==> src/rtl/core/assert_macros.svh <==
// Assertion helpers for the RTL.
`ifndef ASSERT_MACROS_SVH
`define ASSERT_MACROS_SVH

`ifndef NO_ASSERTIONS

// Same-cycle implication, disabled in reset.
`define ASSERT_IMPLY(label, clk, rst_n, ante, cons) \
    label: assert property (@(posedge clk) disable iff (!rst_n) (ante) |-> (cons)) \
        else $error("same-cycle implication failed");

// Next-cycle implication, disabled in reset.
`define ASSERT_NEXT(label, clk, rst_n, ante, cons) \
    label: assert property (@(posedge clk) disable iff (!rst_n) (ante) |=> (cons)) \
        else $error("next-cycle implication failed");

`else

`define ASSERT_IMPLY(label, clk, rst_n, ante, cons)
`define ASSERT_NEXT(label, clk, rst_n, ante, cons)

`endif

`endif

==> src/rtl/core/cdfis_pkg.sv <==
package cdfis_pkg;

    localparam int CDF_W = 16;   // Q0.16 entries and random numbers
    localparam int IDX_W = 8;    // row / column index
    localparam int CNT_W = 9;    // count, 0..256

    // search unit control: clear bounds, or take one bisection step
    typedef struct packed {
        logic load;
        logic step;
    } t_srch_ctrl;

    // search unit status, values after the current cycle's update
    typedef struct packed {
        logic             next_active;  // bounds still enclose entries
        logic [IDX_W-1:0] next_mid;     // next entry to fetch
        logic             found;
        logic [IDX_W-1:0] idx;          // lowest qualifying index so far
        logic [CDF_W-1:0] cur;          // entry at idx
    } t_srch_stat;

endpackage

==> src/rtl/core/cdfis_search.sv <==
module cdfis_search
    import cdfis_pkg::*;
(
    input  logic             i_clk,
    input  t_srch_ctrl       i_ctrl,
    input  logic [CNT_W-1:0] i_count,
    input  logic [CDF_W-1:0] i_key,
    input  logic [CDF_W-1:0] i_data,   // entry at the current mid
    output t_srch_stat       o_stat
);

    // bounds are [low, hi): hi is one past the last candidate
    logic [CNT_W-1:0] r_low, n_low;
    logic [CNT_W-1:0] r_hi, n_hi;
    logic             r_found, n_found;
    logic [IDX_W-1:0] r_idx, n_idx;
    logic [CDF_W-1:0] r_cur, n_cur;

    logic [CNT_W:0]   msum;
    logic [CNT_W:0]   n_msum;
    logic [IDX_W-1:0] mid;

    assign msum = {1'b0, r_low} + {1'b0, r_hi} - (CNT_W+1)'(1);
    assign mid  = msum[IDX_W:1];

    always_comb begin
        n_low   = r_low;
        n_hi    = r_hi;
        n_found = r_found;
        n_idx   = r_idx;
        n_cur   = r_cur;
        if (i_ctrl.load) begin
            n_low   = '0;
            n_hi    = i_count;
            n_found = 1'b0;
            n_idx   = '0;
            n_cur   = '0;
        end else if (i_ctrl.step) begin
            if (i_data >= i_key) begin
                n_found = 1'b1;
                n_idx   = mid;
                n_cur   = i_data;
                n_hi    = {1'b0, mid};
            end else begin
                n_low = {1'b0, mid} + CNT_W'(1);
            end
        end
    end

    assign n_msum = {1'b0, n_low} + {1'b0, n_hi} - (CNT_W+1)'(1);

    always_ff @(posedge i_clk) begin
        r_low   <= n_low;
        r_hi    <= n_hi;
        r_found <= n_found;
        r_idx   <= n_idx;
        r_cur   <= n_cur;
    end

    always_comb begin
        o_stat.next_active = (n_low < n_hi);
        o_stat.next_mid    = n_msum[IDX_W:1];
        o_stat.found       = n_found;
        o_stat.idx         = n_idx;
        o_stat.cur         = n_cur;
    end

endmodule

==> config.mk <==
export PLATFORM = sky130hd
export DESIGN_NAME = cdfis_search
export DESIGN_NICKNAME = d
export VERILOG_FILES = /design/src/rtl/core/assert_macros.svh /design/src/rtl/core/cdfis_pkg.sv /design/src/rtl/core/cdfis_search.sv
export SDC_FILE = /design/constraint.sdc
export NUM_CORES = 1
export LEC_CHECK = 0
export ABC_AREA = 1
export BUFFER_PORTS_ARGS = -buffer_cell sky130_fd_sc_hd__clkbuf_2
export CELL_PAD_IN_SITES_DETAIL_PLACEMENT = 1
export CELL_PAD_IN_SITES_GLOBAL_PLACEMENT = 1
export CORE_MARGIN = 8
export CORE_UTILIZATION = 36
export CTS_BUF_LIST = sky130_fd_sc_hd__clkbuf_4 sky130_fd_sc_hd__clkbuf_8
export CTS_CLUSTER_DIAMETER = 80
export DETAILED_ROUTE_END_ITERATION = 7
export GPL_ROUTABILITY_DRIVEN = 0
export PLACE_DENSITY = 0.82
export SLEW_MARGIN = 20
export SYNTH_ARGS = -nofsm -noshare
export SYNTH_HDL_FRONTEND = slang
export SYNTH_SLANG_ARGS = --single-unit
export TNS_END_PERCENT = 100
==> constraint.sdc <==
create_clock -name i_clk -period 6.7 [get_ports i_clk]
set_input_delay 2.01 -clock i_clk [delete_from_list [all_inputs] [get_ports i_clk]]
set_output_delay 2.01 -clock i_clk [all_outputs]
set_load 0.01 [all_outputs]
==> results of run 1 <==
==> cells by family after synthesis <==
| group | after synthesis | synth area share |
|---|---|---|
| compound gates | 75 | 0.138 |
| fa+ha+maj | 53 | 0.200 |
| xor+xnor | 21 | 0.0682 |
| simple gates | 153 | 0.206 |
| flops | 43 | 0.256 |
| buf+inv | 104 | 0.131 |
==> per-layer routing <==
layer  global-route usage  up-vias  wire length [um]
met5                    0        -                 0
met4                0.115        0              1060
met3               0.0424       78               816
met2                0.408      179              8630
met1                0.218     1843              5880
li1                     -     1710                 -
==> worst max path at each step <==
stage            endpoint
3_5_place_dp   o_stat[30]
4_1_cts        o_stat[31]
5_1_grt        o_stat[32]
3_3_place_gp   o_stat[30]
6_report       o_stat[31]
2_1_floorplan  o_stat[31]
==> worst min-delay path: stages (launching register included) <==
cell     delay, ns
dfxtp_1       0.31
nand2_1       0.05
a21oi_1       0.08
==> registers in the layout, indices dropped and copies added, names as in the netlist <==
register  cells
r_found       1
r_hi          9
r_cur        16
r_low         9
r_idx         8
==> per-stage QoR <==
step,util,cells,setup slack [ns],hold WS [ns]
CTS,0.529,698,-0.253,0.483
global route,0.567,709,-0.590,0.508
global placement,0.457,671,-0.396,0.455
floorplan,-,449,-0.0316,0.457
finish,0.567,709,-0.453,0.487
detailed placement,0.457,671,-0.574,0.470
==> synthesized netlist by cell type, types with 3 or more instances <==
| cell type | instances |
|---|---|
| inv_1 | 82 |
| nand2_1 | 70 |
| ha_1 | 52 |
| dfxtp_1 | 43 |
| nor2_1 | 43 |
| a21oi_1 | 25 |
| o21ai_0 | 22 |
| nand3_1 | 13 |
| xor2_1 | 10 |
| inv_2 | 9 |
| o21ai_2 | 9 |
| xnor2_1 | 8 |
| nand2_2 | 6 |
| nand4_1 | 6 |
| a21oi_2 | 5 |
| clkbuf_1 | 5 |
| nand3_2 | 5 |
| o21ai_1 | 5 |
| buf_6 | 3 |
| or2_2 | 3 |
==> cell type report <==
class,instances,area share
Multi-Input combinational cell,302,0.518
Timing Repair Buffer,152,0.199
Sequential cell,43,0.166
Inverter,92,0.0704
Tap cell,111,0.0267
Clock buffer,6,0.0147
Timing Repair inverter,1,0.00313
Clock inverter,2,0.00241
==> cells in the final DEF, fill, tap and decap left out, drive strengths merged, types with 13 or more instances in the layout <==
master | Yosys | layout
ha | 52 | 52
xor2 | 13 | 13
inv | 91 | 91
dfxtp | 43 | 43
nand2 | 78 | 78
nand3 | 18 | 18
o21ai | 36 | 36
buf | 7 | 88
nor2 | 44 | 44
a21oi | 30 | 30
clkbuf | 5 | 70
==> power breakdown <==
| group | internal [uW] | leakage (uW) | switching [uW] | total (uW) |
|---|---|---|---|---|
| Combinational | 778 | 0.00217 | 1080 | 1860 |
| Clock | 77.2 | 0.0000446 | 104 | 181 |
| Sequential | 304 | 0.000355 | 22.8 | 327 |
| Total | 1160 | 0.00257 | 1210 | 2370 |
==> what timing repair did <==
action / 4_1_cts / 5_1_grt
setup endpoints to repair: 8 / 8
resized for setup: 89 / 68
pin swaps: 39 / 43
cloned: 1 / 0
setup buffers: 19 / 12
==> summary.txt, run 1 <==
Status
  – Status: finished, violations left
  – Failing checks: setup timing

CTS
  – CTS tree: yes
  – CTS Hold Bufs: 0
  – Root Buffer Master: clkbuf_8
  – # H-tree levels: 2
  – Max Root-Sink Buffers: 2
  – Clock transition at the registers of the reported paths: 0.10 ns
  – Num CTS Buffers: 5
  – Clock sink total: 43
  – Clock latency on the worst-skew pair: ~0.32 ns

Routing
  – Vias: around 3.8k
  – Final antenna-violating net count: 0
  – Routed WL: roughly 16,000 um
  – Starting DRT DRC Count: 188
  – First-pass DRT Iterations: 5
  – DRC: 0
  – Routed wire per std cell: between 20 and 25 um
  – Vias/cell: 5.37

Timing
  – Final worst slack: -0.453 ns
  – Crit path time final: 7.15 ns
  – Setup Skew: 0.0120 ns
  – Setup tns final: -2.61 ns
  – Fin. max-slew vios: 0
  – FMAX: 140 MHz
  – Unrepaired setup endpoints after global routing: true
  – Final period util: 1.07
  – Least-Margin Pin Slew: between 0.4 and 0.5 ns
  – Final Hold Fails: 0
  – Max_slew headroom: 0.710
  – Final setup vio count: 7

Floorplanning
  – Initial Utilization: 0.367
  – Row count: 35
  – Die Y-Extent: 113 um
  – Die W: 113 um
  – Num ports: 78
  – Core area: 0.00915 mm^2
  – Die area: 0.0127 mm^2

Global routing
  – First-pass GRT wire length: 21,600 um
  – Largest net degree at the start of global routing: 26
  – Vias in the first global route: approximately 4.2k
  – Initial antenna violation count: 0
  – Total Routing Usage GR: 0.216
  – Total grt overflow: 0

Cells and area
  – Share of cells above drive strength 1: 0.522
  – Syn-to-layout area delta: 54.7%
  – FILL cells: roughly 1.1k
  – Register Area: about 860 um^2
  – Post-route cell area: 0.00519 mm^2
  – Diode count: 0
  – Area of the multi-input gates: roughly 0.0027 mm^2
  – Nets: 694

Setup path
  – Buf/Inv on CP: 7
  – Crit. End Element: primary output
  – Worst path top cell family by delay: compound AO/OA/AOI/OAI gates
  – FF-to-FF Start: r_hi[1]
  – Critical path depth: 22
  – Worst Path Arrival: 5.14 ns
  – Startpoint Class: input port
  – Crit path from: i_key[15]
  – CP cell instances: buf_6 > inv_2 > ha_4 > a21oi_1 > o21ai_1 > a21oi_2 > buf_4 > nand3_4 > inv_4 > buf_6 > o21ai_2 > a21oi_2 > buf_4 > ha_4 > ha_4 > nand2_1 > o21ai_2 > nand2_1 > nand3_1 > nand2_2 > xor2_2 > clkbuf_2
  – CP most frequent cell: ha_4
  – Flop-to-flop setup slack: 3.63 ns
  – Worst path slowest cell: ha_4
  – R2R depth: 13
  – Reg2reg end: r_low[7]
  – Worst Path Required: roughly 4.7 ns
  – Delay of the slowest critical-path stage: 0.29 ns
  – Max FO, Critical Path: 5
  – Crit Path Class: in2out

Power and ir drop
  – Leakage: 0.00257 uW
  – Power per Cell Area: 456 mW/mm^2
  – Total power: 2370 uW
  – Worst VDD drop: 0.322 mV

Synth
  – YS warnings: 0
  – Number of synthesized flops with an enable pin: 0
  – Synthesized instance count: 449
  – Synth Net Count: 546
  – Top cells by area, synth: dfxtp_1 26%, ha_1 19%, inv_1 9.2%
  – Async set-reset flop share out of synthesis: 0
  – Count of cell types in the netlist: 41
  – Yosys reg bits: 43
  – Mapped cell area: 0.00336 mm^2
  – Yosys top cell area share: 0.256
  – Primary FF master, synth: dfxtp_1
  – Register area share after synthesis: 0.256
  – Syn_area_per_cell: 7.48 um^2
  – Cell taking the most area after synthesis: dfxtp_1

Min path
  – Hold_sp: r_idx[7]
  – Hold Crit Class: reg2reg
  – WHS Path Cells: 2
  – Hold EP: r_idx[7]

Place
  – PortBufs: 77
  – DP HPWL: about 8500 um
  – Cell Area, Placed: roughly 0.0042 mm^2

Flow run
  – Max Cap Violations: 0
(Power assumes the default switching activity.)
==> run 2: changes to the inputs <==
- CORE_MARGIN: 8 -> unset
- SKIP_CTS_REPAIR_TIMING: unset -> 1
==> summary.txt, run 2 (synthesis gave the netlist of run 1 again) <==
Setup path
  – Crit. End Element: primary output
  – Worst path slowest cell: ha_4
  – Crit Path Class: in2out
  – Delay of the slowest critical-path stage: 0.27 ns (-0.02 ns)
  – CP cell instances: clkbuf_2 > inv_1 > ha_4 > nand2_1 > inv_1 > nor2_1 > o21a_1 > nand2_2 > nand2_2 > nand2_2 > nand2_4 > clkinv_8 > buf_4 > o211ai_2 > nand2_2 > ha_4 > ha_4 > inv_2 > nor2_2 > a221oi_2 > nand2_1 > xor2_2 > buf_2
  – FF-to-FF Start: r_low[1]
  – Worst Path Required: 4.69 ns (about the same)
  – CP most frequent cell: nand2_2
  – R2R depth: 14 (+1)
  – Buf/Inv on CP: 7 (unchanged)
  – Reg2reg end: r_low[6]
  – Worst path top cell family by delay: simple AND/OR/NAND/NOR gates
  – Worst Path Arrival: 5.05 ns (-0.09 ns)
  – Max FO, Critical Path: 7 (+2)
  – Startpoint Class: input port
  – Flop-to-flop setup slack: 3.81 ns (+0.18 ns)

Timing
  – Crit path time final: 7.06 ns (-0.0953 ns)
  – Least-Margin Pin Slew: 0.435 ns (+0.00326 ns)
  – FMAX: 142 MHz (+1.4%)
  – Final setup vio count: 7 (unchanged)
  – Final Hold Fails: 0 (unchanged)
  – Final worst slack: -0.357 ns (+0.0953 ns)
  – Max_slew headroom: 0.710 (about the same)
  – Final period util: 1.05 (-0.0142)
  – Setup Skew: 0.0121 ns (+0.0000852 ns)
  – Hold Slack: 0.475 ns (-0.0112 ns)
  – Unrepaired setup endpoints after global routing: true
  – Fin. max-slew vios: 0 (unchanged)

Cells and area
  – Top reg by flops: r_cur
  – Most common cell after layout, fill and taps aside: inv_1
  – Max reg flops: 16 (unchanged)
  – Area of the multi-input gates: 0.00259 mm^2 (-3.6%)
  – Diode count: 0 (unchanged)
  – Nets: 674 (-2.9%)
  – Share of cells above drive strength 1: 0.462 (-0.0598)
  – Commonest cells after routing, fill and taps aside: 70 x inv_1, 68 x clkbuf_2, 55 x nand2_1
  – Largest registers: r_cur (16), r_hi (9), r_low (9)
  – Cell Count, Final, Fillers Out: 686 (-3.2%)
  – Register Area: 861 um^2 (unchanged)
  – Syn-to-layout area delta: 47.4%
  – FILL cells: 1,088 (-1.3%)

Status
  – Status: finished, violations left
  – Failing checks: setup timing

CTS
  – CTS tree: yes
  – Clock latency on the worst-skew pair: 0.32 ns (about the same)
  – Clock transition at the registers of the reported paths: 0.08 ns (-0.02 ns)
  – # H-tree levels: 2 (unchanged)
  – Clock sink total: 43 (unchanged)
  – Root Buffer Master: clkbuf_8
  – Max Root-Sink Buffers: 2 (unchanged)
  – Num CTS Buffers: 5 (unchanged)

Power and ir drop
  – Sw power: 1130 uW (-6.4%)
  – Clock power share: 0.099 (+0.023)
  – Worst VDD drop: 0.321 mV (-0.40%)
  – Power per Cell Area: 462 mW/mm^2 (+1.5%)
  – Combinational share of power: 0.760 (-0.025)
  – Sw frac: 0.494 (-0.0160)
  – Power Internal: 1160 uW (-0.17%)
  – Total power: 2290 uW (-3.3%)
  – Sequential share of power: 0.141 (+0.003)
  – Leakage: 0.00246 uW (-4.3%)

Global routing
  – First-pass GRT wire length: 16,400 um (-24%)
  – Total grt overflow: 0 (unchanged)
  – Total Routing Usage GR: 0.210 (-0.00574)
  – Vias in the first global route: 3,500 (-16%)
  – Initial antenna violation count: 0 (unchanged)
  – Largest net degree at the start of global routing: 27 (+3.8%)

Routing
  – Routed wire per std cell: 18.5 um (-20%)
  – Vias/cell: 5.06 (-5.9%)
  – Vias: 3,469 (-9.0%)
  – Final antenna-violating net count: 0 (unchanged)
  – Starting DRT DRC Count: 98 (-48%)
  – DRC: 0 (unchanged)
  – Routed WL: 12,700 um (-22%)
  – First-pass DRT Iterations: 4 (-1)

Min path
  – WHS Path Cells: 2 (unchanged)
  – Hold Crit Class: reg2reg
  – Hold EP: r_idx[4]
  – Hold_sp: r_idx[4]

Floorplanning
  – Die Y-Extent: 98.6 um (-12%)
  – Die W: 98.6 um (-12%)
  – Num ports: 78 (unchanged)
  – Initial Utilization: 0.378 (+0.0108)
  – Die area: 0.00972 mm^2 (-23%)
  – Core area: 0.00889 mm^2 (-2.9%)
  – Row count: 34 (-2.9%)

Place
  – Placed cell count: 667 (-0.60%)
  – Dpl ws: -0.431 ns (+0.144 ns)
  – PortBufs: 77 (unchanged)
  – DP HPWL: 7770 um (-8.5%)

Flow run
  – Max Cap Violations: 0 (unchanged)
## run 2: cell types whose count changed in the layout (fill, tap and decap cells not counted), moves of 4 or more
cell,delta
buf_4,-22
buf_6,-4
clkbuf_2,+5
inv_1,+7
inv_2,-8
nand2_1,+9
nand2_4,-5
## run 2: per-layer routing
layer	GRT usage	part of all wire	vias up
met3	0.0262	0.021	32
met1	0.252	0.40	1686
li1	-	-	1671
met4	0.0608	0.031	0
met2	0.392	0.55	80
met5	0	0	-
## run 2: power by group through the flow
stage               Clock [uW]  Sequential [uW]  Combinational (uW)
floorplan                    0              320                 919
global placement             0              323                1310
detailed placement           0              325                1370
CTS                        231              319                1400
global route               239              326                1880
finish                     226              322                1740
## run 2: layout make-up
cell class                      count  area share
Clock buffer                        6      0.0167
Clock inverter                      2     0.00784
Inverter                           92      0.0744
Multi-Input combinational cell    302       0.524
Sequential cell                    43       0.174
Tap cell                          108      0.0273
Timing Repair Buffer              132       0.173
Timing Repair inverter              1     0.00228
## run 2: per-stage QoR
step                 util  setup TNS (ns)  instance area (um^2)
floorplan               -         -0.0316                  3400
global placement    0.470           -1.48                  4180
detailed placement  0.470           -2.14                  4180
CTS                 0.484           -2.79                  4300
global route        0.556           -3.23                  4950
finish              0.556           -1.69                  4950
## run 2: worst max-delay path by stage
| stage | from | to | slack (ns) | depth (start not counted) |
|---|---|---|---|---|
| after global placement | i_key[15] | o_stat[31] | -0.31 | 24 |
| final | i_key[7] | o_stat[32] | -0.36 | 23 |
| after global routing | i_key[6] | o_stat[30] | -0.56 | 26 |
| after detailed placement | i_key[15] | o_stat[30] | -0.43 | 19 |
| after CTS | i_key[15] | o_stat[30] | -0.52 | 19 |
| after floorplan | i_key[11] | o_stat[31] | -0.03 | 22 |
## run 2: worst reg2reg max path, stage by stage, from the launching register on
cell	delay [ns]
dfxtp_1	0.33
inv_1	0.06
ha_1	0.29
inv_1	0.05
ha_1	0.25
fa_1	0.46
xnor2_1	0.36
inv_1	0.21
nand3_2	0.15
nor2_1	0.06
nand2_1	0.12
xor2_1	0.19
nand2_1	0.11
nand2_2	0.09
inv_2	0.05
==> run 3: changes to the inputs <==
- CORE_ASPECT_RATIO: unset -> 0.6
- RECOVER_POWER: unset -> 100
==> summary.txt, run 3 (synthesis gave the netlist of run 1 again) <==
CTS
  – CTS tree: yes
  – # H-tree levels: 2 (unchanged)
  – Max Root-Sink Buffers: 2 (unchanged)
  – Num CTS Buffers: 5 (unchanged)
  – Clock sink total: 43 (unchanged)
  – Root Buffer Master: clkbuf_8
  – Clock latency on the worst-skew pair: 0.32 ns (about the same)
  – Clock transition at the registers of the reported paths: 0.10 ns (+0.02 ns)

Min path
  – Hold Crit Class: reg2reg
  – Hold EP: r_idx[4]
  – Hold_sp: r_idx[4]
  – WHS Path Cells: 2 (unchanged)

Floorplanning
  – Row count: 26 (-24%)
  – Num ports: 78 (unchanged)
  – Core area: 0.00878 mm^2 (-1.2%)
  – Die area: 0.00973 mm^2 (+0.13%)
  – Die W: 127 um (+29%)
  – Die Y-Extent: 76.8 um (-22%)
  – Initial Utilization: 0.382 (+0.00463)

Cells and area
  – Commonest cells after routing, fill and taps aside: 69 x inv_1, 66 x clkbuf_2, 60 x buf_4
  – Nets: 683 (+1.3%)
  – Max reg flops: 16 (unchanged)
  – Diode count: 0 (unchanged)
  – Top reg by flops: r_cur
  – Largest registers: r_cur (16), r_hi (9), r_low (9)
  – Most common cell after layout, fill and taps aside: inv_1
  – Fin util: 0.576 (+0.0194)
  – Share of cells above drive strength 1: 0.480 (+0.0185)
  – Syn-to-layout area delta: 50.7%
  – FILL cells: 1,055 (-3.0%)

Setup path
  – Crit Path Class: in2out
  – Delay of the slowest critical-path stage: 0.25 ns (-0.02 ns)
  – Worst Path Arrival: 5.04 ns (about the same)
  – CP cell instances: clkbuf_2 > inv_1 > ha_4 > a21oi_2 > o21ai_2 > a21oi_2 > buf_4 > nand3_4 > inv_4 > buf_6 > o21ai_1 > a21oi_2 > buf_4 > inv_2 > ha_1 > inv_2 > ha_4 > nand2_1 > nand2_1 > a221oi_2 > nand2_2 > xor2_2 > buf_2
  – Worst Path Required: 4.69 ns (about the same)
  – Worst path slowest cell: a21oi_2
  – Buf/Inv on CP: 9 (+2)
  – Worst path top cell family by delay: compound AO/OA/AOI/OAI gates
  – FF-to-FF Start: r_low[1]
  – Startpoint Class: input port
  – Flop-to-flop setup slack: 3.78 ns (-0.03 ns)
  – Max FO, Critical Path: 6 (-1)
  – Crit. End Element: primary output
  – R2R depth: 13 (-1)
  – CP most frequent cell: a21oi_2
  – Reg2reg end: r_low[5]

Routing
  – First-pass DRT Iterations: 4 (unchanged)
  – DRC: 0 (unchanged)
  – Final antenna-violating net count: 0 (unchanged)
  – Routed wire per std cell: 19.0 um (+2.8%)
  – Vias/cell: 5.18 (+2.4%)
  – Starting DRT DRC Count: 177 (+81%)
  – Vias: 3,619 (+4.3%)
  – Routed WL: 13,300 um (+4.7%)

Power and ir drop
  – Power per Cell Area: 462 mW/mm^2 (about the same)
  – Leakage: 0.00250 uW (+1.7%)
  – Total power: 2340 uW (+2.3%)
  – Worst VDD drop: 0.322 mV (+0.36%)

Timing
  – Crit path time final: 7.05 ns (-0.00237 ns)
  – Hold Slack: 0.480 ns (+0.00441 ns)
  – Setup Skew: 0.0138 ns (+0.00169 ns)
  – Final period util: 1.05 (about the same)
  – Final setup vio count: 7 (unchanged)
  – Least-Margin Pin Slew: 0.399 ns (-0.0365 ns)
  – Final worst slack: -0.355 ns (+0.00237 ns)
  – FMAX: 142 MHz (about the same)
  – Unrepaired setup endpoints after global routing: true
  – Max_slew headroom: 0.732 (+0.0228)
  – Final Hold Fails: 0 (unchanged)
  – Fin. max-slew vios: 0 (unchanged)

Status
  – Status: finished, violations left
  – Failing checks: setup timing

Global routing
  – First-pass GRT wire length: 16,600 um (+0.80%)
  – Largest net degree at the start of global routing: 26 (-3.7%)
  – Total Routing Usage GR: 0.214 (+0.00408)
  – Initial antenna violation count: 0 (unchanged)
  – Vias in the first global route: 3,539 (+1.1%)
  – Total grt overflow: 0 (unchanged)

Place
  – PortBufs: 77 (unchanged)
  – DP HPWL: 8390 um (+8.1%)
  – Dpl ws: -0.528 ns (-0.0979 ns)

Flow run
  – Max Cap Violations: 0 (unchanged)
## run 3: cell types whose count changed in the layout (fill, tap and decap cells not counted), moves of 2 or more
| cell | before | now |
|---|---|---|
| buf_6 | 9 | 6 |
| nand2_4 | 6 | 3 |
| buf_4 | 46 | 60 |
| nand2_1 | 55 | 50 |
| inv_2 | 17 | 19 |
| inv_4 | 4 | 2 |
| clkbuf_2 | 68 | 66 |
| nor2_4 | 2 | 4 |
| nand2_2 | 17 | 25 |
| o21ai_2 | 14 | 10 |
| o21ai_4 | 0 | 3 |
## run 3: worst max-delay path by stage
stage                         start         end  cells after the start
final                     i_key[15]  o_stat[32]                     23
after global routing      i_key[14]  o_stat[32]                     23
after CTS                 i_key[13]  o_stat[31]                     23
after detailed placement  i_key[13]  o_stat[31]                     23
after global placement     i_key[9]  o_stat[32]                     21
after floorplan           i_key[11]  o_stat[31]                     22
## run 3: layout make-up
cell class / count / area, um^2 / area share
clock inverters: 3 / 71.3 / 0.0141
inverters: 92 / 368 / 0.0727
repair inverters: 1 / 11.3 / 0.00223
well taps: 112 / 140 / 0.0277
flip-flops and latches: 43 / 861 / 0.170
multi-input cells: 302 / 2620 / 0.519
repair buffers: 141 / 913 / 0.181
clock buffers: 5 / 68.8 / 0.0136
## run 3: power by group
group          internal [uW]  switching [uW]
logic                    742            1010
clock network            152             109
registers                304            20.7
## run 3: metrics by stage
stage / cells / TNS, ns / area [um^2]
floorplan: 449 / -0.0316 / 3400
global placement: 674 / -2.03 / 4200
detailed placement: 674 / -2.79 / 4200
CTS: 682 / -2.91 / 4340
global route: 699 / -2.80 / 5060
finish: 699 / -1.72 / 5060
## run 3: metal layers
layer  vias up  global-route usage  share of wire
met5         -                   0              0
met3        34              0.0300          0.049
met2       110               0.362           0.49
met4         0              0.0512          0.031
met1      1790               0.288           0.43
li1       1685                   -              -
## run 3: worst reg2reg max path: cells and delay by family, from the launching register on
family | cells | cell delay, ns
flops | 1 | 0.36
fa+ha+maj | 3 | 1.11
simple gates | 5 | 0.71
buf+inv | 3 | 0.22
compound gates | 2 | 0.46
